$ cat config.mk
export PLATFORM = sky130hd
export DESIGN_NAME = permutation_to_swap_sequence_unit
export DESIGN_NICKNAME = d
export VERILOG_FILES = /design/src/hw/rtl/pts_pkg.sv /design/src/hw/rtl/pts_table.sv /design/src/hw/rtl/pts_seq.sv /design/src/hw/rtl/permutation_to_swap_sequence_unit.sv
export SDC_FILE = /design/constraint.sdc
export NUM_CORES = 1
export LEC_CHECK = 0
export ABC_AREA = 1
export BUFFER_PORTS_ARGS = -buffer_cell sky130_fd_sc_hd__buf_2
export CAP_MARGIN = 20
export CORE_UTILIZATION = 30
export CTS_BUF_LIST = sky130_fd_sc_hd__clkbuf_8
export DETAILED_ROUTE_END_ITERATION = 12
export PLACE_DENSITY = 0.52
export SYNTH_ARGS = -nofsm -noshare
export SYNTH_HDL_FRONTEND = slang
export SYNTH_SLANG_ARGS = --single-unit
$ cat constraint.sdc
create_clock -name clk -period 4.95 [get_ports clk]
set_clock_uncertainty 0.15 [all_clocks]
set_input_delay 0 -clock clk [delete_from_list [all_inputs] [get_ports clk]]
set_output_delay 0 -clock clk [all_outputs]
set_load 0.03 [all_outputs]
$ cat src/hw/rtl/pts_pkg.sv
// Package for the permutation to swap sequence unit.
// Holds the default table depth, the value width, the error codes, the sequencer states and the result type.
// No dependencies.
package pts_pkg;

	// Default number of table entries, which is also the longest permutation.
	localparam int unsigned MAX_ENTRIES_DEF = 64;

	// Width of the permutation value and of the row and index output fields.
	localparam int unsigned VAL_W = 6;

	// Error codes carried with each result item.
	typedef enum logic [1:0] {
		ERR_OK    = 2'd0,
		ERR_RANGE = 2'd1,
		ERR_WALK  = 2'd2,
		ERR_FULL  = 2'd3
	} err_t;

	// Sequencer states.
	typedef enum logic {
		ST_IDLE,
		ST_WALK
	} state_t;

	// One result item as it leaves the sequencer.
	typedef struct packed {
		logic [VAL_W-1:0] swap_index;
		logic [VAL_W-1:0] row_position;
		logic             last_result;
		err_t             error_code;
	} res_t;

endpackage

$ cat src/hw/rtl/pts_table.sv
// Swap partner table: one write port and one registered read port.
// Depends on nothing; the depth comes from the top level.
module pts_table #(
	parameter int unsigned DEPTH = 64,
	localparam int unsigned AW = $clog2(DEPTH)
) (
	input  logic          clk,
	input  logic          wr_en,
	input  logic [AW-1:0] wr_addr,
	input  logic [AW-1:0] wr_data,
	input  logic          rd_en,
	input  logic [AW-1:0] rd_addr,
	output logic [AW-1:0] rd_data
);

	logic [AW-1:0] mem [DEPTH];

	// Entries are written once per row; reads hold their data until the next read.
	always_ff @(posedge clk) begin
		if (wr_en) begin
			mem[wr_addr] <= wr_data;
		end
		if (rd_en) begin
			rd_data <= mem[rd_addr];
		end
	end

endmodule

$ cat src/hw/rtl/pts_seq.sv
// Walk sequencer: takes an item, follows the partner table one read per cycle
// and forms the result item. Depends on pts_pkg and the table ports.
module pts_seq #(
	parameter int unsigned MAX_ENTRIES = pts_pkg::MAX_ENTRIES_DEF,
	localparam int unsigned AW = $clog2(MAX_ENTRIES),
	localparam int unsigned RW = $clog2(MAX_ENTRIES + 1)
) (
	input  logic                     clk,
	input  logic                     arst_n,
	input  logic                     in_valid,
	output logic                     in_ready,
	input  logic [pts_pkg::VAL_W-1:0] perm_value,
	input  logic                     last_entry,
	input  logic [RW-1:0]            row,
	input  logic                     out_free,
	output logic                     fin,
	output pts_pkg::res_t            res,
	output logic                     rd_en,
	output logic [AW-1:0]            rd_addr,
	input  logic [AW-1:0]            rd_data,
	output logic                     wr_en,
	output logic [AW-1:0]            wr_addr,
	output logic [AW-1:0]            wr_data
);

	// Common width for index and row compares.
	localparam int unsigned XW = (RW > pts_pkg::VAL_W) ? RW : pts_pkg::VAL_W;

	pts_pkg::state_t state_q, state_next;
	logic [pts_pkg::VAL_W-1:0] value_q;
	logic last_q;
	logic first_q;
	logic [RW-1:0] reads_q;

	logic [XW-1:0] row_x, cur_idx, partner;
	logic full, oor, walk_go;

	// Current index is the entry itself before the first read, then the table data.
	assign row_x   = XW'(row);
	assign cur_idx = first_q ? XW'(value_q) : XW'(rd_data);
	assign full    = row >= RW'(MAX_ENTRIES);
	assign oor     = XW'(value_q) >= XW'(MAX_ENTRIES);
	assign walk_go = !full && !oor && (cur_idx < row_x) && (reads_q < RW'(MAX_ENTRIES));

	// Next state, table access and result forming.
	always_comb begin
		state_next = state_q;
		in_ready   = 1'b0;
		fin        = 1'b0;
		rd_en      = 1'b0;
		rd_addr    = cur_idx[AW-1:0];
		partner    = cur_idx;
		res.error_code = pts_pkg::ERR_OK;
		if (full) begin
			partner = '0;
			res.error_code = pts_pkg::ERR_FULL;
		end else if (oor) begin
			partner = row_x;
			res.error_code = pts_pkg::ERR_RANGE;
		end else if (cur_idx < row_x) begin
			partner = row_x;
			res.error_code = pts_pkg::ERR_WALK;
		end
		res.swap_index   = partner[pts_pkg::VAL_W-1:0];
		res.row_position = row_x[pts_pkg::VAL_W-1:0];
		res.last_result  = last_q;
		unique case (state_q)
			pts_pkg::ST_IDLE: begin
				in_ready = 1'b1;
				if (in_valid) begin
					state_next = pts_pkg::ST_WALK;
				end
			end
			pts_pkg::ST_WALK: begin
				if (walk_go) begin
					rd_en = 1'b1;
				end else if (out_free) begin
					fin = 1'b1;
					state_next = pts_pkg::ST_IDLE;
				end
			end
			default: begin
				state_next = pts_pkg::ST_IDLE;
			end
		endcase
		wr_en   = fin && !full;
		wr_addr = row[AW-1:0];
		wr_data = partner[AW-1:0];
	end

	// State register and walk counters.
	always_ff @(posedge clk or negedge arst_n) begin
		if (!arst_n) begin
			state_q <= pts_pkg::ST_IDLE;
			first_q <= 1'b0;
			reads_q <= '0;
		end else begin
			state_q <= state_next;
			if (in_ready && in_valid) begin
				first_q <= 1'b1;
				reads_q <= '0;
			end else if (rd_en) begin
				first_q <= 1'b0;
				reads_q <= reads_q + RW'(1);
			end
		end
	end

	// Captured item fields.
	always_ff @(posedge clk) begin
		if (in_ready && in_valid) begin
			value_q <= perm_value;
			last_q  <= last_entry;
		end
	end

endmodule

$ cat src/hw/rtl/permutation_to_swap_sequence_unit.sv
// Turns a permutation, given one entry per item in row order with a flag on the
// last entry, into a sequence of in-place swaps: one result item per input item,
// carrying the swap partner, the row, the last flag and an error code. Each item
// walks the partner table through its single read port, up to MAX_ENTRIES reads,
// and the input is not ready while a walk is in progress. A finished result
// waits in an output register, so the next item can be taken meanwhile.
// The table needs no clearing after reset; the row counter starts at zero.
module permutation_to_swap_sequence_unit #(
	parameter int unsigned MAX_ENTRIES = pts_pkg::MAX_ENTRIES_DEF
) (
	input  logic                      clk,
	input  logic                      arst_n,
	input  logic                      in_valid,
	output logic                      in_ready,
	input  logic [pts_pkg::VAL_W-1:0] perm_value,
	input  logic                      last_entry,
	output logic                      out_valid,
	input  logic                      out_ready,
	output logic [pts_pkg::VAL_W-1:0] swap_index,
	output logic [pts_pkg::VAL_W-1:0] row_position,
	output logic                      last_result,
	output logic [1:0]                error_code
);

	localparam int unsigned AW = $clog2(MAX_ENTRIES);
	localparam int unsigned RW = $clog2(MAX_ENTRIES + 1);

	logic [RW-1:0] row_q;
	logic out_valid_q;
	pts_pkg::res_t res, res_q;
	logic fin, out_free;
	logic rd_en, wr_en;
	logic [AW-1:0] rd_addr, rd_data, wr_addr, wr_data;

	assign out_free = !out_valid_q || out_ready;

	pts_seq #(
		.MAX_ENTRIES(MAX_ENTRIES)
	) u_seq (
		.clk       (clk),
		.arst_n    (arst_n),
		.in_valid  (in_valid),
		.in_ready  (in_ready),
		.perm_value(perm_value),
		.last_entry(last_entry),
		.row       (row_q),
		.out_free  (out_free),
		.fin       (fin),
		.res       (res),
		.rd_en     (rd_en),
		.rd_addr   (rd_addr),
		.rd_data   (rd_data),
		.wr_en     (wr_en),
		.wr_addr   (wr_addr),
		.wr_data   (wr_data)
	);

	pts_table #(
		.DEPTH(MAX_ENTRIES)
	) u_table (
		.clk    (clk),
		.wr_en  (wr_en),
		.wr_addr(wr_addr),
		.wr_data(wr_data),
		.rd_en  (rd_en),
		.rd_addr(rd_addr),
		.rd_data(rd_data)
	);

	// Row counter: back to zero after the last entry, otherwise saturating count.
	always_ff @(posedge clk or negedge arst_n) begin
		if (!arst_n) begin
			row_q <= '0;
		end else if (fin) begin
			if (res.last_result) begin
				row_q <= '0;
			end else if (row_q < RW'(MAX_ENTRIES)) begin
				row_q <= row_q + RW'(1);
			end
		end
	end

	// Output register valid flag.
	always_ff @(posedge clk or negedge arst_n) begin
		if (!arst_n) begin
			out_valid_q <= 1'b0;
		end else if (fin) begin
			out_valid_q <= 1'b1;
		end else if (out_ready) begin
			out_valid_q <= 1'b0;
		end
	end

	// Output register payload.
	always_ff @(posedge clk) begin
		if (fin) begin
			res_q <= res;
		end
	end

	assign out_valid    = out_valid_q;
	assign swap_index   = res_q.swap_index;
	assign row_position = res_q.row_position;
	assign last_result  = res_q.last_result;
	assign error_code   = res_q.error_code;

endmodule
* Yosys cells after proc, flatten, opt, wreduce, memory -nomap -nowiden
Memory sizes are Yosys's and may differ from the RTL's. A register that Yosys moved wholly into a read port is not among the register bits.
Index checks and enable logic that the tools add are counted.
** Word-level totals
- Output and inout port bits :: 17
- Input port bits :: 11
- Register bits :: 39
- RAM bits :: 384
- Word-level logic and storage cells :: 54
- Memories kept :: 1
** Memories
- u_table.mem :: words 64, width 6, read ports 1, clocked after memory_dff 1, write ports 1, line pts_table.sv:16 : logic [AW-1:0] mem [DEPTH];
** Cells by class
- $add $sub $neg :: 2
- Bitwise operators :: 1
- Multiplexer cells :: 24
- Order comparisons :: 4
- Reduce and logical (&&, ||, !) cells :: 11
** Operator list (count)
- two-way mux 7 bit :: 4
- two-way mux 6 bit :: 3
- two-way mux 1 bit :: 15
- adder 7 x 1 -> 7 bit (second input constant) :: 2
- less-than comparator 7 bit (second input constant) :: 2
- >= comparator 7 bit (second input constant) :: 1
- less-than comparator 6 x 7 -> 1 bit :: 1
- nonzero test 2 bit :: 3
- logical AND 1 bit :: 4
- zero test 1 bit :: 2
- two-way mux 2 bit :: 1
- case mux 1 bit (2 select lines) :: 1
- AND reduction 2 bit :: 1
- logical OR 1 bit :: 1
- NOT 1 bit :: 1

* Longest topological paths before layout
- Word-level depth :: 9
- Mapped depth :: 18
- Mapped depth without buffers :: 14

* By module
A second synthesis with hierarchy kept.
** Second synthesis, totals
- Cells, all modules :: 1597
- Area total of the unflattened synthesis :: 18049.8 um^2
** Modules (own cells, without submodules)
- pts_table :: area an instance 15990.3 um^2, cells each 1376, times used 1
- pts_seq :: area an instance 1189.9 um^2, cells each 154, times used 1
- permutation_to_swap_sequence_unit :: area an instance 869.6 um^2, cells each 67, times used 1

* Worst setup path after synthesis
OpenSTA, ideal clock, no wires.
- Path kind :: register -> register
- Start :: register u_seq.first_q
- End :: register res_q, in the netlist swap_index[5] (data pin)
- Data required time :: 4242 ps
- Slack :: 62 ps
- Stages on the path, launching flop included :: 15
- Path buffers :: 2
- Data arrival time :: 4180 ps
- Clock period less this slack :: 4888 ps
- Cells stage by stage :: dfrtp_1 buf_4 inv_4 or2_2 o21ai_0 inv_1 clkbuf_1 ha_1 a21oi_1 nor2_1 nor2_1 nor2_1 a21oi_2 nand2_1 o22ai_1
** RTL lines
- start: declaration :: line pts_seq.sv:32 : logic first_q;
- start signal: assignment :: line pts_seq.sv:95 : first_q <= 1'b0;
- start signal: assignment :: line pts_seq.sv:100 : first_q <= 1'b1;
- start signal: assignment :: line pts_seq.sv:103 : first_q <= 1'b0;
- end signal: assignment :: line permutation_to_swap_sequence_unit.sv:97 : res_q <= res;
- end: declaration :: line permutation_to_swap_sequence_unit.sv:30 : pts_pkg::res_t res, res_q;

* Worst setup path after layout
- Start :: register u_seq.first_q
- End :: memory u_table.mem[0][3] in the netlist's numbering, enable pin
** On the way
- Word-level cells in the longest chain between the ends :: 9
** Ends and longest elaborated chain
- two-way mux 6 bit :: line pts_seq.sv:40 : assign cur_idx = first_q ? XW'(value_q) : XW'(rd_data);
- less-than comparator 6 x 7 -> 1 bit :: line pts_seq.sv:43 : assign walk_go = !full && !oor && (cur_idx < row_x) && (reads_q < RW'(MAX_ENTRIES));
- logical AND 1 bit (2 in a row) :: line pts_seq.sv:43
- two-way mux 1 bit :: line pts_seq.sv:75 : if (walk_go) begin
- two-way mux 1 bit :: line pts_seq.sv:67 : unique case (state_q)
- logical AND 1 bit :: line pts_seq.sv:86 : wr_en = fin && !full;
- two-way mux 1 bit :: line pts_table.sv:20 : if (wr_en) begin
- two-way mux 1 bit (not written as such) :: line pts_table.sv:21 : mem[wr_addr] <= wr_data;
- end: declaration :: line pts_table.sv:16
Every way passes these cells.

==> summary.md <==
| Metric | Value |
|---|---|
| P_leak | 9.07 nW |
| Ports | 28 |
| Slew headroom | a little over a quarter |
| Post-DR wirelength/cell | 18.3 um |
| Worst r2r dst | u_table.mem[0][3] |
| Sequential fraction of the synthesis area | between 60 and 70% |
| # port buffers | 27 |
| Worst-path clk slew | 0.07 ns |
| Core ar. | between 60,000 and 70,000 sq um |
| Area added between synthesis and finish | 14.7% |
| Initial DRC count | 997 |
| Syn. warnings | 0 |
| DRC violations left | 0 |
| Avg Cell Area, Syn | 10.2 sq um |
| Total track usage | around 16% |
| Depth of the CTS H-tree | 3 |
| TritonCTS Buffers | 74 |
| Area after DPL | between 20,000 and 25,000 sq um |
| Crit path launch type | flop |
| Initial Util | between 30 and 40% |
| Post-Route WL | 52,000 um |
| Worst hold path depth | 6 |
| Final-stage net count | between 1,500 and 2,000 |
| Status | finished clean |
| RSZ-0062 raised after global routing | false |
| Hold Crit Endpoint | out_valid |
| Mapped Area | 19,200 sq um |
| Worst EP arrival | approximately 4.5 ns |
| Die span in x | 255 um |
| Placer Congestion | 0.852 |
| Gate Count Post-Synth | 1,878 |
| Hold Crit Start | out_ready |
| Fin. max-slew vios | 0 |
| Crit end category | flop |
| Rows | 92 |
| Via count of the first global-routing pass | 13,207 |
| Initial antenna violation count | 0 |
| Synth Net Count | about 1,900 |
| Worst Reg2Reg Path Length in Cells | 15 |
| CP max stage cell | dfrtp_1 |
| Critical path's largest stage delay | 0.59 ns |
| Reg2reg setup slack | 0.54 ns |
| Commonest non-fill, non-tap cells in the layout | nand3_1 (420), edfxtp_1 (412), inv_1 (387), nand2_1 (387), clkbuf_8 (77) |
| Final non-filler cell total | 2,837 |
| #FFs+latches synth | 429 |
| Sequential Area | approximately 13,000 sq um |
| Fmax | 227 MHz |
| Power Density | 665 nW/um^2 |
| Placed Instances | roughly 2,700 |
| CP Max Fanout | 10 |
| Maxcap violations | 0 |
| Root Driver | clkbuf_8 |
| Fillers | between 6,000 and 7,000 |
| Setup TNS | 0 ns |
| Worst Max-Slew Pin Slew | 1.09 ns |
| Via density | 4.68 |
| Final setup fails | 0 |
| Multi-input gate area | 4710 sq um |
| Grt total ovfl | 0 |
| Full die area | 65,100 sq um |
| CTS tree | built |
| Share of layout cells above drive strength 1 | under 10% |
| Tmin final | 4.41 ns |
| Final HPWL DP | around 31,000 um |
| Via count | between 10,000 and 15,000 |
| Final hold violations | 0 |
| Crit-path cells | inv_4 -> or2_2 -> o21ai_1 -> buf_4 -> inv_1 -> ha_1 -> inv_1 -> nor3_1 -> nand2_1 -> nand4_2 -> nand2_2 -> nor2_2 -> buf_4 -> nand2_1 -> nor2_1 |
| Worst hold-check path type | input port to flop |
| VDD IR max | between 0.7 and 0.8 mV |
| Die height | 255 um |
| Clk Latency, worst-skew pair | ~0.63 ns |
| Commonest non-fill, non-tap cell in the layout | nand3_1 |
| Synth unique cells | 34 |
| Tcrit/Tclk final | 89.2% |
| Worst EP required | 5.07 ns |
| WS Path Type | flop to flop |
| Diode count | 0 |
| Reg-to-reg startpoint | u_seq.first_q |
| Final Cell Area | 22,000 sq um |
| CTS sink count | around 430 |
| DRT Pass-1 Iters | 6 |
| Pin count of the biggest net entering global routing | roughly 190 |
| Antenna-violating nets left | 0 |
| Global-route wire length before repair | 78,600 um |
| Clock Path Buffers | 3 |
| Pwr Total | between 10 and 15 mW |
-- worst max-delay path by stage --
| stage | start | endpoint | slack (ns) |
|---|---|---|---|
| finish | u_seq.first_q | u_table.mem[0][3] | 0.54 |
| global route | u_seq.first_q | u_table.mem[33][3] | 0.29 |
| CTS | u_seq.first_q | u_table.mem[27][0] | 0.57 |
| detailed placement | u_seq.first_q | u_table.mem[27][5] | 0.59 |
| global placement | u_seq.first_q | u_table.mem[0][3] | 0.64 |
| floorplan | u_seq.first_q | swap_index[5] | 0.06 |
-- cells in the mapped netlist --
cell | number | area share, %
a21oi_1 | 4 | 0.10
a21oi_2 | 1 | 0.046
buf_1 | 10 | 0.20
buf_2 | 39 | 1.0
buf_4 | 6 | 0.23
buf_6 | 1 | 0.059
clkbuf_1 | 35 | 0.68
clkinv_1 | 1 | 0.020
dfrtp_1 | 17 | 2.2
edfxtp_1 | 412 | 64
ha_1 | 8 | 0.52
inv_1 | 368 | 7.2
inv_2 | 3 | 0.059
inv_4 | 1 | 0.033
nand2_1 | 388 | 7.6
nand2_2 | 12 | 0.39
nand2_4 | 3 | 0.18
nand3_1 | 420 | 11
nand3b_1 | 28 | 1.1
nand4_1 | 2 | 0.065
nand4_2 | 1 | 0.065
nor2_1 | 68 | 1.3
nor2_2 | 9 | 0.29
nor2_4 | 1 | 0.059
nor3_1 | 11 | 0.29
o2111ai_1 | 1 | 0.046
o21ai_0 | 9 | 0.23
o21ai_1 | 1 | 0.026
o21ai_2 | 2 | 0.091
o21bai_1 | 1 | 0.039
o22ai_1 | 6 | 0.20
or2_1 | 2 | 0.065
or2_2 | 3 | 0.098
xor2_1 | 4 | 0.18
-- timing repair --
item                      CTS  global route
buffers inserted            0             0
gates resized for setup     0             0
hold endpoints to repair   48             0
hold buffers               20             0
-- state kept, by name (all words and copies together) (netlist names) --
name	count
u_table.mem	384
row_q	7
u_seq.reads_q	7
row_position	6
swap_index	6
u_seq.value_q	6
u_table.rd_data	6
error_code	2
last_result	1
out_valid	1
u_seq.first_q	1
u_seq.last_q	1
u_seq.state_q	1
-- per-stage QoR --
step / hold slack (ns) / setup WS, ns / utilization [%]
3_3_place_gp: -0.177 / 0.639 / 32.3
2_1_floorplan: -0.446 / 0.0618 / -
3_5_place_dp: -0.175 / 0.588 / 32.3
6_report: 0.324 / 0.537 / 34.9
5_1_grt: 0.379 / 0.292 / 34.9
4_1_cts: 0.261 / 0.565 / 34.8
-- where the power goes --
group	switching, mW	internal [mW]	total, mW
Sequential	0.121	5.16	5.28
Combinational	4.67	1.55	6.21
Clock	1.45	1.71	3.15
-- layout make-up --
class,count,share of cell area [%]
timing repair buffer,73,2.95
sequential,429,58.1
clock inverter,54,1.65
clock buffer,77,4.81
multi-input combinational,985,21.4
tap,846,4.80
inverter,373,6.36
-- worst max-delay path, delay by kind of cell (launching register included) --
family | cells | cell delay, ns
buffers and inverters | 5 | 0.73
flip-flops | 1 | 0.59
adder cells (fa/ha/maj) | 1 | 0.30
AND/OR/NAND/NOR | 8 | 2.21
AO/OA/AOI/OAI | 1 | 0.08
-- logic make-up after synthesis --
logic type	Yosys count	synth area share, %
AO/OA/AOI/OAI	25	0.781
AND/OR/NAND/NOR	948	22.4
adder cells (fa/ha/maj)	8	0.521
buffers and inverters	464	9.49
flip-flops	429	66.6
XOR/XNOR	4	0.182
-- layer usage --
metal / share of wire, % / global-route usage [%]
met4: 3.6 / 7.36
met1: 45 / 22.0
met5: 0 / 0
met3: 7.2 / 3.82
met2: 44 / 24.8
Note: power is estimated with default switching activity, not from simulation.
